--- src/rtl/core/dls_pkg.sv ---
// Shared types, sizes and table helpers for the dense layer engine.
// Depends on nothing; design files use scoped names, the testbench imports it.
package dls_pkg;

	// Array geometry.
	localparam int MAX_ROWS = 64;
	localparam int MAX_COLS = 64;
	localparam int W_DEPTH  = MAX_ROWS * MAX_COLS;
	localparam int V_DEPTH  = (MAX_ROWS > MAX_COLS) ? MAX_ROWS : MAX_COLS;
	localparam int W_AW     = $clog2(W_DEPTH);
	localparam int V_AW     = $clog2(V_DEPTH);

	// Field and datapath widths.
	localparam int SIZE_W = 7;
	localparam int IDX_W  = 12;
	localparam int VAL_W  = 16;
	localparam int OIDX_W = 6;
	localparam int ACT_W  = 16;
	localparam int PROD_W = 2 * VAL_W;
	localparam int ACC_W  = 40;
	localparam int CFG_IW = 2;

	// Clamp bounds of the accumulator, Q8.24: [-8, 8 - 2^-24].
	localparam logic signed [ACC_W-1:0] ACC_MAX = ACC_W'(64'sd134217727);
	localparam logic signed [ACC_W-1:0] ACC_MIN = -ACC_W'(64'sd134217728);

	// e^(-1/32) in Q0.32, step of the sigmoid table construction.
	localparam logic [63:0] EXP_STEP = 64'd4162825044;

	typedef enum logic [1:0] {
		OP_WEIGHT = 2'd0,
		OP_BIAS   = 2'd1,
		OP_DATA   = 2'd2,
		OP_RUN    = 2'd3
	} op_t;

	typedef enum logic [CFG_IW-1:0] {
		CFG_ROWS = 2'd0,
		CFG_COLS = 2'd1,
		CFG_DIR  = 2'd2,
		CFG_NONE = 2'd3
	} cfg_idx_t;

	typedef enum logic [1:0] {
		ST_IDLE,
		ST_START,
		ST_ISSUE,
		ST_WAIT
	} state_t;

	// Tag that travels with each multiply-accumulate term.
	typedef struct packed {
		logic            valid;
		logic            first;
		logic            last_term;
		logic            last_neuron;
		logic [V_AW-1:0] k;
	} tag_t;

	// One term issued to the datapath.
	typedef struct packed {
		tag_t            tag;
		logic [W_AW-1:0] w_addr;
		logic [V_AW-1:0] t;
	} issue_t;

	// Store write from a load item.
	typedef struct packed {
		logic                    en;
		op_t                     op;
		logic [IDX_W-1:0]        index;
		logic signed [VAL_W-1:0] value;
	} wr_t;

	typedef struct packed {
		logic empty;
	} status_t;

	// Rounded Q0.32 product.
	function automatic logic [63:0] mul_q32(input logic [63:0] a, input logic [63:0] b);
		return (a * b + 64'h8000_0000) >> 32;
	endfunction

	// E^(2m+1) in Q0.32, built by repeated rounded multiplication.
	function automatic logic [63:0] exp_power(input int m);
		logic [63:0] p;
		p = EXP_STEP;
		for (int i = 0; i < 127; i++) begin
			if (i < m) begin
				p = mul_q32(mul_q32(p, EXP_STEP), EXP_STEP);
			end
		end
		return p;
	endfunction

endpackage

--- src/rtl/core/dls_ctrl.sv ---
// Controller of the dense layer engine: configuration registers, the run
// sequencer and the weight address generator. Depends on dls_pkg.
module dls_ctrl (
	input  logic                          clk,
	input  logic                          arst_n,
	input  logic                          cfg_we,
	input  logic [dls_pkg::CFG_IW-1:0]    cfg_index,
	input  logic [dls_pkg::SIZE_W-1:0]    cfg_data,
	input  logic                          cmd_valid,
	output logic                          cmd_ready,
	input  logic [1:0]                    cmd_op,
	input  logic [dls_pkg::IDX_W-1:0]     cmd_index,
	input  logic signed [dls_pkg::VAL_W-1:0] cmd_value,
	input  dls_pkg::status_t              status,
	output dls_pkg::wr_t                  wr,
	output dls_pkg::issue_t               issue
);

	dls_pkg::state_t state_q, state_d;

	logic [dls_pkg::SIZE_W-1:0] rows_q, cols_q;
	logic                       dir_up_q;

	logic [dls_pkg::SIZE_W-1:0] n_eff, m_eff, inner, outs;
	logic [dls_pkg::W_AW-1:0]   step, adv;
	logic [dls_pkg::V_AW-1:0]   t_q, k_q;
	logic [dls_pkg::W_AW-1:0]   waddr_q, base_q;
	logic                       last_term, last_neuron, accept, is_run;

	// Configuration registers.
	always_ff @(posedge clk or negedge arst_n) begin
		if (!arst_n) begin
			rows_q   <= dls_pkg::SIZE_W'(dls_pkg::MAX_ROWS);
			cols_q   <= dls_pkg::SIZE_W'(dls_pkg::MAX_COLS);
			dir_up_q <= 1'b1;
		end else if (cfg_we) begin
			case (dls_pkg::cfg_idx_t'(cfg_index))
				dls_pkg::CFG_ROWS: rows_q   <= cfg_data;
				dls_pkg::CFG_COLS: cols_q   <= cfg_data;
				dls_pkg::CFG_DIR:  dir_up_q <= cfg_data[0];
				default: ;
			endcase
		end
	end

	// Effective sizes: zero counts as one, anything above the maximum as the maximum.
	always_comb begin
		if (rows_q == '0) begin
			n_eff = dls_pkg::SIZE_W'(1);
		end else if (rows_q > dls_pkg::SIZE_W'(dls_pkg::MAX_ROWS)) begin
			n_eff = dls_pkg::SIZE_W'(dls_pkg::MAX_ROWS);
		end else begin
			n_eff = rows_q;
		end
		if (cols_q == '0) begin
			m_eff = dls_pkg::SIZE_W'(1);
		end else if (cols_q > dls_pkg::SIZE_W'(dls_pkg::MAX_COLS)) begin
			m_eff = dls_pkg::SIZE_W'(dls_pkg::MAX_COLS);
		end else begin
			m_eff = cols_q;
		end
	end

	// Forward walks a row (unit step); transposed walks a column (step of one row).
	assign inner = dir_up_q ? m_eff : n_eff;
	assign outs  = dir_up_q ? n_eff : m_eff;
	assign step  = dir_up_q ? dls_pkg::W_AW'(1) : dls_pkg::W_AW'(m_eff);
	assign adv   = dir_up_q ? dls_pkg::W_AW'(m_eff) : dls_pkg::W_AW'(1);

	assign last_term   = ({1'b0, t_q} == dls_pkg::SIZE_W'(inner - dls_pkg::SIZE_W'(1)));
	assign last_neuron = ({1'b0, k_q} == dls_pkg::SIZE_W'(outs - dls_pkg::SIZE_W'(1)));

	assign cmd_ready = (state_q == dls_pkg::ST_IDLE);
	assign accept    = cmd_valid && cmd_ready;
	assign is_run    = (dls_pkg::op_t'(cmd_op) == dls_pkg::OP_RUN);

	// Load items go straight to the stores.
	assign wr.en    = accept && !is_run;
	assign wr.op    = dls_pkg::op_t'(cmd_op);
	assign wr.index = cmd_index;
	assign wr.value = cmd_value;

	// Term issued this cycle.
	assign issue.tag.valid       = (state_q == dls_pkg::ST_ISSUE);
	assign issue.tag.first       = (t_q == '0);
	assign issue.tag.last_term   = last_term;
	assign issue.tag.last_neuron = last_neuron;
	assign issue.tag.k           = k_q;
	assign issue.w_addr          = waddr_q;
	assign issue.t               = t_q;

	// State register.
	always_ff @(posedge clk or negedge arst_n) begin
		if (!arst_n) begin
			state_q <= dls_pkg::ST_IDLE;
		end else begin
			state_q <= state_d;
		end
	end

	// Next state. The last neuron hands back to idle once its terms are issued.
	always_comb begin
		state_d = state_q;
		case (state_q)
			dls_pkg::ST_IDLE: begin
				if (accept && is_run) state_d = dls_pkg::ST_START;
			end
			dls_pkg::ST_START: begin
				if (status.empty) state_d = dls_pkg::ST_ISSUE;
			end
			dls_pkg::ST_ISSUE: begin
				if (last_term) state_d = last_neuron ? dls_pkg::ST_IDLE : dls_pkg::ST_WAIT;
			end
			dls_pkg::ST_WAIT: begin
				if (status.empty) state_d = dls_pkg::ST_ISSUE;
			end
			default: state_d = dls_pkg::ST_IDLE;
		endcase
	end

	// Neuron, term and weight address counters.
	always_ff @(posedge clk or negedge arst_n) begin
		if (!arst_n) begin
			t_q     <= '0;
			k_q     <= '0;
			waddr_q <= '0;
			base_q  <= '0;
		end else begin
			case (state_q)
				dls_pkg::ST_START: begin
					t_q     <= '0;
					k_q     <= '0;
					waddr_q <= '0;
					base_q  <= '0;
				end
				dls_pkg::ST_ISSUE: begin
					t_q     <= t_q + dls_pkg::V_AW'(1);
					waddr_q <= waddr_q + step;
					if (last_term) base_q <= base_q + adv;
				end
				dls_pkg::ST_WAIT: begin
					if (status.empty) begin
						t_q     <= '0;
						k_q     <= k_q + dls_pkg::V_AW'(1);
						waddr_q <= base_q;
					end
				end
				default: ;
			endcase
		end
	end

endmodule

--- config.mk ---
export PLATFORM = sky130hd
export DESIGN_NAME = dls_ctrl
export DESIGN_NICKNAME = d
export VERILOG_FILES = /design/src/rtl/core/dls_pkg.sv /design/src/rtl/core/dls_ctrl.sv
export SDC_FILE = /design/constraint.sdc
export NUM_CORES = 1
export LEC_CHECK = 0
export BUFFER_PORTS_ARGS = -buffer_cell sky130_fd_sc_hd__buf_2
export CORE_AREA = 2 2 104 106
export DETAILED_ROUTE_END_ITERATION = 7
export DIE_AREA = 0 0 106 108
export SYNTH_ARGS = -nofsm -noshare
export SYNTH_HDL_FRONTEND = slang
export SYNTH_SLANG_ARGS = --single-unit
--- constraint.sdc ---
create_clock -name clk -period 5.3 [get_ports clk]
set_input_delay 0.795 -clock clk [delete_from_list [all_inputs] [get_ports clk]]
set_output_delay 0.795 -clock clk [all_outputs]
set_load 0.005 [all_outputs]
==> run_results.csv, run 1 <==
group,metric,value,unit
hold_path,min_path_cells,1,
power_and_ir_drop,power-per-cell-area,453,nW/um^2
synth,synthArstFlopShare,100,%
grt,grt_pass1_vias,3154,
die,start_util,39.1,%
clock_tree,cts_hold_buf,0,
finish,area_growth,5.75,%
grt,grt_pass1_wl,15500,um
synth,synth-edff-count,0,
power_and_ir_drop,peakVddDrop,0.158,mV
route,viasPerCell,5.52,
timing,fin_tns_setup,0,ns
grt,antenna_found_initial,0,
timing,setup_viol,0,
die,rows,37,
route,drt_iter0_drc,136,
synth,synth.yosys.seq_area_share,33.2,%
timing,tightest_slew,1.18,ns
clock_tree,ctsHtreeMaxLevel,2,
timing,period_share,84.7,%
finish,drive_gt1_share,17.3,%
grt,grt_start_max_net_pins,54,
worst_setup_path,r2r_start,"cols_q[3]",
synth,ys_ff_latch,53,
clock_tree,clock_latency,0.32,ns
placed_design,gp_congestion,0.851,
synth,synth_top_cells_by_count,"50 x dfrtp_1, 47 x nand2_1, 33 x buf_4",
route,wl_per_cell,16.0,um
clock_tree,cts-root-buf,"clkbuf_8",
worst_setup_path,crit_arrival,3.70,ns
timing,max_freq,223,MHz
timing,rsz0062_at_grt,"false",
clock_tree,cts_tree,"built",
route,drc,0,
clock_tree,cts_made_buffers,5,
hold_path,hold_end,"base_q[11]",
finish,fillers,1002,
worst_setup_path,worst-endpoint-required,4.51,ns
timing,drv_slew,0,
finish,fin_nets,520,
placed_design,dp_hpwl,7070,um
finish,antenna_cells,0,
timing,hold_viol_final,0,
die,ios,104,
worst_setup_path,reg2reg_to,"base_q[11]",
synth,synthCells,446,
flow_run,cap_violations,0,
grt,globalRouteTotalUtil,16.9,%
timing,layout_min_cycle_time,4.49,ns
synth,syn_nets,511,
route,routed_wl,9450,um
synth,syn_avg_cell_area,8.97,um^2
timing,max_slew_margin,20.9,%
power_and_ir_drop,leakage,0.00189,uW
clock_tree,clock_path_buffers,2,
synth,yosysMostFrequentCell,"dfrtp_1",
clock_tree,postCtsResizedCells,0,
die,die_h,108,um
run_status,outcome,"finished, final reports clean",
worst_setup_path,crit_path_end_kind,"primary output",
hold_path,hp-class,"register to register",
placed_design,io_buffers,47,
die,dieArea,11400,um^2
synth,synthFlopType,"dfrtp_1",
worst_setup_path,reg2regPathDepth,10,
timing,fin_skew,0.0164,ns
worst_setup_path,path_class,"register to primary output",
die,core_region_area,10200,um^2
worst_setup_path,startpoint_type,"register",
clock_tree,cts_setup_buffers,0,
synth,synth_area,4000,um^2
route,vias,3267,
die,die_w,106,um
hold_path,hold_start,"base_q[11]",
synth,synth_top_area_share,31.3,%
clock_tree,clk_pin_slew,0.11,ns
synth,synth.area.top_cells,"dfrtp_1 31%, buf_4 6.2%, ha_1 5.9%",
timing,holdWs,0.506,ns
finish,post-route-util,41.4,%
route,dr.pass1.iters,4,
synth,yosys.area.top_type,"dfrtp_1",
worst_setup_path,reg2reg_slack,1.58,ns
clock_tree,cts.sink_count,53,
grt,grt_overflow_total,0,
route,drtAntennaViolNets,0,
synth,yosysWarnings,0,
worst_setup_path,cp_max_fo,6,
synth,synth_cell_types,56,
[metal layers]
metal  vias to the layer above  GRT usage [%]  part of all wire (%)
met2                        82           28.8                    48
met5                         -              0                     0
li1                       1593              -                     -
met3                        10           3.01                   4.6
met4                         0           5.92                   1.9
met1                      1582           21.5                    45
[registers in the layout, summed over array words and instances (netlist names)]
register,cells
waddr_q,12
cols_q,7
t_q,6
base_q,12
dir_up_q,1
state_q,2
k_q,6
rows_q,7
[per-stage QoR]
stage	area [um^2]	power [uW]	std cells	setup slack (ns)
2_1_floorplan	4000	1380	446	1.62
5_1_grt	4230	2080	592	0.590
6_report	4230	1920	592	0.809
3_3_place_gp	4120	1620	584	1.23
4_1_cts	4230	1930	592	0.818
3_5_place_dp	4120	1640	584	1.18
[report_power, final]
part	switching (uW)	total, uW	internal, uW
logic	507	956	449
registers	160	680	520
clock network	139	280	140
[layout by cell type (no fill, tap or decap), types with 15 or more instances in the layout]
master / n
dfrtp_1: 50
nand2_1: 47
mux2_2: 15
o21ai_0: 30
xnor2_1: 16
a21oi_1: 18
ha_1: 19
buf_2: 47
nor2_1: 18
mux2i_1: 16
inv_1: 16
[how the worst max path moves through the flow]
stage                     end  slack [ns]       from
floorplan           issue[24]        1.62  cols_q[2]
global placement    issue[24]        1.23  cols_q[2]
detailed placement  issue[24]        1.18  cols_q[3]
CTS                 issue[24]        0.82  cols_q[3]
global route        issue[24]        0.59  cols_q[3]
finish              issue[24]        0.81  cols_q[3]
[cell families (layout without fill, tap and decap cells)]
| logic type | after synthesis | in the layout | synth area share, % |
|---|---|---|---|
| flip-flops | 53 | 53 | 33.2 |
| multiplexers | 31 | 31 | 8.22 |
| XOR/XNOR | 24 | 24 | 5.25 |
| adder cells (fa/ha/maj) | 21 | 21 | 6.94 |
| buffers and inverters | 64 | 74 | 9.13 |
| AND/OR/NAND/NOR | 152 | 152 | 20.4 |
| AO/OA/AOI/OAI | 101 | 101 | 16.8 |
[cell type report]
type / count / area, um^2 / share of cell area [%]
clock buffers: 6 / 72.6 / 1.71
clock inverters: 2 / 35.0 / 0.828
inverters: 16 / 60.1 / 1.42
multi-input cells: 329 / 2310 / 54.5
flip-flops and latches: 53 / 1330 / 31.4
well taps: 136 / 170 / 4.02
repair buffers: 50 / 258 / 6.09
[worst max-delay path, stage by stage, from the launching register on]
cell and delay (ns):
dfrtp_1 0.44, or4_1 0.55, o311a_1 0.34, or2_2 0.33, ha_1 0.24, o21ai_0 0.17
o22ai_1 0.10, o21a_1 0.20, a2111oi_1 0.78, buf_2 0.24
Power figures use the tool's default switching activity.
==> run 2: changes to the inputs <==
==> constraint.sdc (replaced) <==
create_clock -name clk -period 3.9 [get_ports clk]
set_input_delay 0.585 -clock clk [delete_from_list [all_inputs] [get_ports clk]]
set_output_delay 0.585 -clock clk [all_outputs]
set_load 0.005 [all_outputs]
==> run 2 against run 1 <==
Combinational power up 43%. Power up 41%. Flip-flop and latch count unchanged. Largest cell class unchanged.
==> run_results.csv, run 2 (synthesis gave the netlist of run 1 again) <==
group,metric,value,unit
placed_design,io_buffers,47,
power_and_ir_drop,combPwrFrac,50.6,%
grt,grt_pass1_vias,3149,
grt,grt_start_max_net_pins,31,
worst_setup_path,worst-endpoint-required,3.31,ns
clock_tree,clock_path_buffers,2,
route,drt-met1-wl,4460,um
clock_tree,cts.sink_count,53,
finish,final_common_cell,"dfrtp_1",
finish,regArea,1330,um^2
timing,tightest_slew,1.06,ns
finish,antenna_cells,0,
die,die_h,108,um
clock_tree,ctsHtreeMaxLevel,2,
route,routed-wl-met2,4790,um
power_and_ir_drop,swShare,42.0,%
worst_setup_path,reg2reg_slack,0.48,ns
grt,antenna_found_initial,0,
clock_tree,cts_tree,"built",
route,routed_wl,9760,um
die,core_region_area,10200,um^2
finish,post-route-util,42.6,%
timing,max_slew_margin,29.0,%
worst_setup_path,path_class,"register to primary output",
timing,drv_slew,0,
route,vias,3313,
clock_tree,clock_latency,0.31,ns
route,drc,0,
clock_tree,cts-root-buf,"clkbuf_8",
worst_setup_path,reg2regPathDepth,12,
die,ios,104,
power_and_ir_drop,leakage,0.00194,uW
route,dr_wl_met3,360,um
worst_setup_path,r2r_start,"cols_q[3]",
timing,period_share,97.5,%
finish,top_regs,"base_q (12), waddr_q (12)",
route,top_layer_used,"met4",
worst_setup_path,cp_max_fo,5,
route,wl_per_cell,16.2,um
grt,globalRouteTotalUtil,17.2,%
placed_design,dp_hpwl,7200,um
finish,layout_common_cells,"49 x dfrtp_1, 47 x nand2_1, 47 x buf_2",
power_and_ir_drop,p_clk_share,14.9,%
clock_tree,cts_hold_buf,0,
power_and_ir_drop,sequentialPowerShare,34.5,%
power_and_ir_drop,power-per-cell-area,621,nW/um^2
worst_setup_path,reg2reg_to,"base_q[11]",
route,dr.pass1.iters,4,
timing,layout_min_cycle_time,3.80,ns
die,dieArea,11400,um^2
route,drt_iter0_drc,229,
run_status,outcome,"finished, final reports clean",
route,viasPerCell,5.51,
power_and_ir_drop,p_int,1570,uW
die,die_w,106,um
clock_tree,cts_made_buffers,5,
flow_run,cap_violations,0,
timing,max_freq,263,MHz
finish,area_growth,9.04,%
worst_setup_path,startpoint_type,"register",
finish,multiInputGateArea,2360,um^2
finish,fillers,1011,
worst_setup_path,crit_path_end_kind,"primary output",
grt,grt_pass1_wl,15900,um
worst_setup_path,crit_arrival,3.22,ns
power_and_ir_drop,peakVddDrop,0.185,mV
placed_design,pre_cts_ws,0.305,ns
finish,drive_gt1_share,20.4,%
route,drtAntennaViolNets,0,
die,rows,37,
timing,layout_setup_ws,0.0973,ns
placed_design,gp_congestion,0.853,
hold_path,hp-class,"input port to asynchronous set/reset pin",
timing,setup_viol,0,
timing,hold_viol_final,0,
power_and_ir_drop,p_sw,1140,uW
finish,fin_nets,529,
grt,grt_overflow_total,0,
timing,fin_skew,0.00391,ns
clock_tree,clk_pin_slew,0.10,ns
die,start_util,39.1,%
[run 2: worst max-delay path by stage]
stage                   start   endpoint  cells past startpoint
floorplan           cols_q[2]  issue[24]                      9
global placement    cols_q[3]  issue[24]                     10
detailed placement  cols_q[3]  issue[24]                     10
CTS                 cols_q[3]  issue[24]                     10
global route        cols_q[3]  issue[24]                      9
finish              cols_q[3]  issue[24]                      9
[run 2: metrics by stage]
stage | hold WS [ns] | std cells | setup TNS (ns) | total power (uW) | area (um^2)
CTS | 0.359 | 596 | 0 | 2670 | 4280
finish | 0.329 | 601 | 0 | 2710 | 4360
detailed placement | 0.512 | 587 | 0 | 2250 | 4150
global placement | 0.502 | 587 | 0 | 2210 | 4150
global route | 0.372 | 601 | -0.00101 | 2950 | 4360
floorplan | 0.289 | 446 | 0 | 1880 | 4000
[run 2: layout make-up]
cell class	count	area share, %
clock buffers	6	1.89
well taps	136	3.90
multi-input cells	329	54.0
repair buffers	59	7.46
flip-flops and latches	53	30.5
inverters	16	1.38
clock inverters	2	0.860
[run 2: metal layers]
layer	vias to the layer above	global-route usage (%)
li1	1614	-
met1	1601	23.2
met2	87	29.5
met3	11	2.35
met4	0	4.14
met5	-	0
[run 2: timing repair]
item / 4_1_cts / 5_1_grt
endpoints found under the setup margin: 1 / 2
cloned: 0 / 0
pin swaps: 0 / 2
resized for setup: 1 / 9
setup buffers: 1 / 5
[run 2: power by group through the flow]
stage          clock, uW  sequential [uW]  combinational (uW)
2_1_floorplan          0              878                 997
3_3_place_gp           0              929                1280
3_5_place_dp           0              941                1310
4_1_cts              413              931                1320
5_1_grt              438              963                1550
6_report             404              935                1370
[run 2: critical path, stage by stage (launching register included)]
cell and delay (ns):
dfrtp_2 0.44, or4_4 0.53, o311a_4 0.40, o211ai_1 0.34, mux2_2 0.38, nand2_1 0.07
o211ai_1 0.15, a2111oi_4 0.33, buf_4 0.17, buf_2 0.10
==> run 3: changes to the inputs <==
--- a/config.mk
+++ b/config.mk
@@ -9,6 +9,7 @@
 export CORE_AREA = 2 2 104 106
 export DETAILED_ROUTE_END_ITERATION = 7
 export DIE_AREA = 0 0 106 108
+export RECOVER_POWER = 50
 export SYNTH_ARGS = -nofsm -noshare
 export SYNTH_HDL_FRONTEND = slang
 export SYNTH_SLANG_ARGS = --single-unit
==> run 3 against run 2 <==
Largest cell class unchanged. Via count down 0.36%. Die area is the same. Routed wire length down 0.29%. Combinational power is essentially flat. First-iteration DRC count grew 7.0%. Clock skew barely moved. Final area is 0.14% lower. Global-route usage unchanged. Clock power about the same. Largest power group unchanged. Power down 0.11%. The flow now finishes with violations (capacitance limit, slew limit). Worst setup slack better by 0.0022 ns.
==> run_results.csv, run 3 (synthesis gave the netlist of run 1 again) <==
group,metric,value,unit
placed_design,dp_cells,587,
die,die_w,106,um
clock_tree,clock_path_buffers,2,
worst_setup_path,cp_max_fo,5,
route,wl_per_cell,16.2,um
worst_setup_path,crit_path_end_kind,"primary output",
power_and_ir_drop,power-per-cell-area,621,nW/um^2
clock_tree,clk_pin_slew,0.10,ns
grt,grt_overflow_total,0,
worst_setup_path,crit_chain,"or4_4, o311a_4, o211ai_1, mux2_2, nand2_1, o211ai_1, a2111oi_4, buf_4, buf_2",
clock_tree,cts_made_buffers,5,
placed_design,gp_congestion,0.853,
finish,post-route-util,42.6,%
hold_path,hold_end,"rows_q[6]",
worst_setup_path,cpPeakStageDelay,0.53,ns
timing,fin_skew,0.00362,ns
worst_setup_path,reg2reg_slack,0.48,ns
placed_design,post_dp_cell_area,4150,um^2
run_status,violations,"capacitance limit, slew limit",
hold_path,hold_start,"cfg_data[6]",
grt,globalRouteTotalUtil,17.2,%
run_status,outcome,"complete, but fails checks",
finish,area_growth,8.88,%
timing,fin_tns_setup,0,ns
timing,setup_viol,0,
clock_tree,ctsHtreeMaxLevel,2,
clock_tree,cts.sink_count,53,
route,drc,0,
route,drt_iter0_drc,245,
finish,fin_area,4360,um^2
timing,drv_slew,31,
timing,max_slew_margin,-18.8,%
worst_setup_path,path_class,"register to primary output",
hold_path,hp-class,"input port to register",
clock_tree,cts_tree,"built",
die,start_util,39.1,%
route,routed_wl,9730,um
finish,layout_common_cells,"49 x dfrtp_1, 47 x nand2_1, 45 x buf_2",
worst_setup_path,reg2reg_to,"base_q[11]",
finish,antenna_cells,0,
route,dr.pass1.iters,4,
worst_setup_path,crit_arrival,3.22,ns
placed_design,io_buffers,47,
worst_setup_path,r2r_start,"cols_q[3]",
worst_setup_path,slowest_stage,"or4_4",
power_and_ir_drop,peakVddDrop,0.185,mV
clock_tree,clock_latency,0.31,ns
hold_path,min_path_cells,3,
finish,top_regs,"base_q (12), waddr_q (12)",
die,ios,104,
die,die_h,108,um
worst_setup_path,crit_start,"cols_q[3]",
grt,grt_pass1_wl,15900,um
finish,fillers,1014,
worst_setup_path,cp_top_family,"compound AO/OA/AOI/OAI gates",
power_and_ir_drop,leakage,0.00193,uW
power_and_ir_drop,power.total,2710,uW
die,dieArea,11400,um^2
timing,max_freq,263,MHz
die,rows,37,
finish,drive_gt1_share,19.8,%
timing,tightest_slew,1.78,ns
worst_setup_path,critPathBufInv,2,
route,vias,3301,
timing,period_share,97.4,%
worst_setup_path,reg2regPathDepth,12,
route,viasPerCell,5.49,
timing,hold_viol_final,0,
route,drtAntennaViolNets,0,
finish,stdcell_count,601,
finish,final_common_cell,"dfrtp_1",
die,core_region_area,10200,um^2
worst_setup_path,worst-endpoint-required,3.31,ns
clock_tree,cts-root-buf,"clkbuf_8",
grt,antenna_found_initial,0,
finish,fin_nets,529,
grt,grt_start_max_net_pins,31,
grt,grt_pass1_vias,3149,
placed_design,dp_hpwl,7200,um
worst_setup_path,crit_path_frequent_cell,"o211ai_1",
timing,layout_min_cycle_time,3.80,ns
worst_setup_path,startpoint_type,"register",
flow_run,cap_violations,1,
run 3: area by class of cell:
type	count	area, um^2	area share [%]
clock buffers	6	82.6	1.90
clock inverters	2	37.5	0.862
inverters	16	60.1	1.38
multi-input cells	329	2360	54.1
flip-flops and latches	53	1330	30.6
well taps	136	170	3.91
repair buffers	59	319	7.32
run 3: power by group:
group | leakage, uW | switching (uW) | internal [uW]
registers | 0.000651 | 228 | 706
clock network | 0.0000574 | 195 | 209
logic | 0.00122 | 712 | 655
run 3: worst reg2reg max path: stages (launching register included):
cell and delay [ns]:
dfrtp_2 0.44, or4_4 0.53, o311a_1 0.35, or2_1 0.28
ha_1 0.26, o21a_1 0.20, a221oi_1 0.23, a31oi_1 0.11
buf_4 0.20, nor4b_4 0.20, buf_4 0.24, nand4_1 0.13
mux2i_1 0.14
run 3: worst max path at each step:
stage                endpoint  slack [ns]  depth (start not counted)
floorplan           issue[24]        0.43                          9
global placement    issue[24]        0.37                         10
detailed placement  issue[24]        0.30                         10
CTS                 issue[24]        0.02                         10
global route        issue[24]      -0.001                          9
finish              issue[24]         0.1                          9
run 3: metrics by stage:
step | setup slack, ns | hold WS, ns
6_report | 0.0996 | 0.511
2_1_floorplan | 0.429 | 0.289
3_5_place_dp | 0.305 | 0.512
3_3_place_gp | 0.369 | 0.502
4_1_cts | 0.0238 | 0.359
5_1_grt | -0.00101 | 0.499
run 3: routing by layer:
layer	wire, um	vias to the layer above	track usage, %
li1	-	1611	-
met1	4430	1591	23.2
met2	4760	86	29.5
met3	399	13	2.35
met4	145	0	4.14
met5	0	-	0
run 3: what timing repair did:
action                                  4_1_cts  5_1_grt
resized for setup                             1        9
pin swaps                                     0        2
hold buffers                                  0        0
setup buffers                                 1        5
endpoints found under the setup margin        1        2
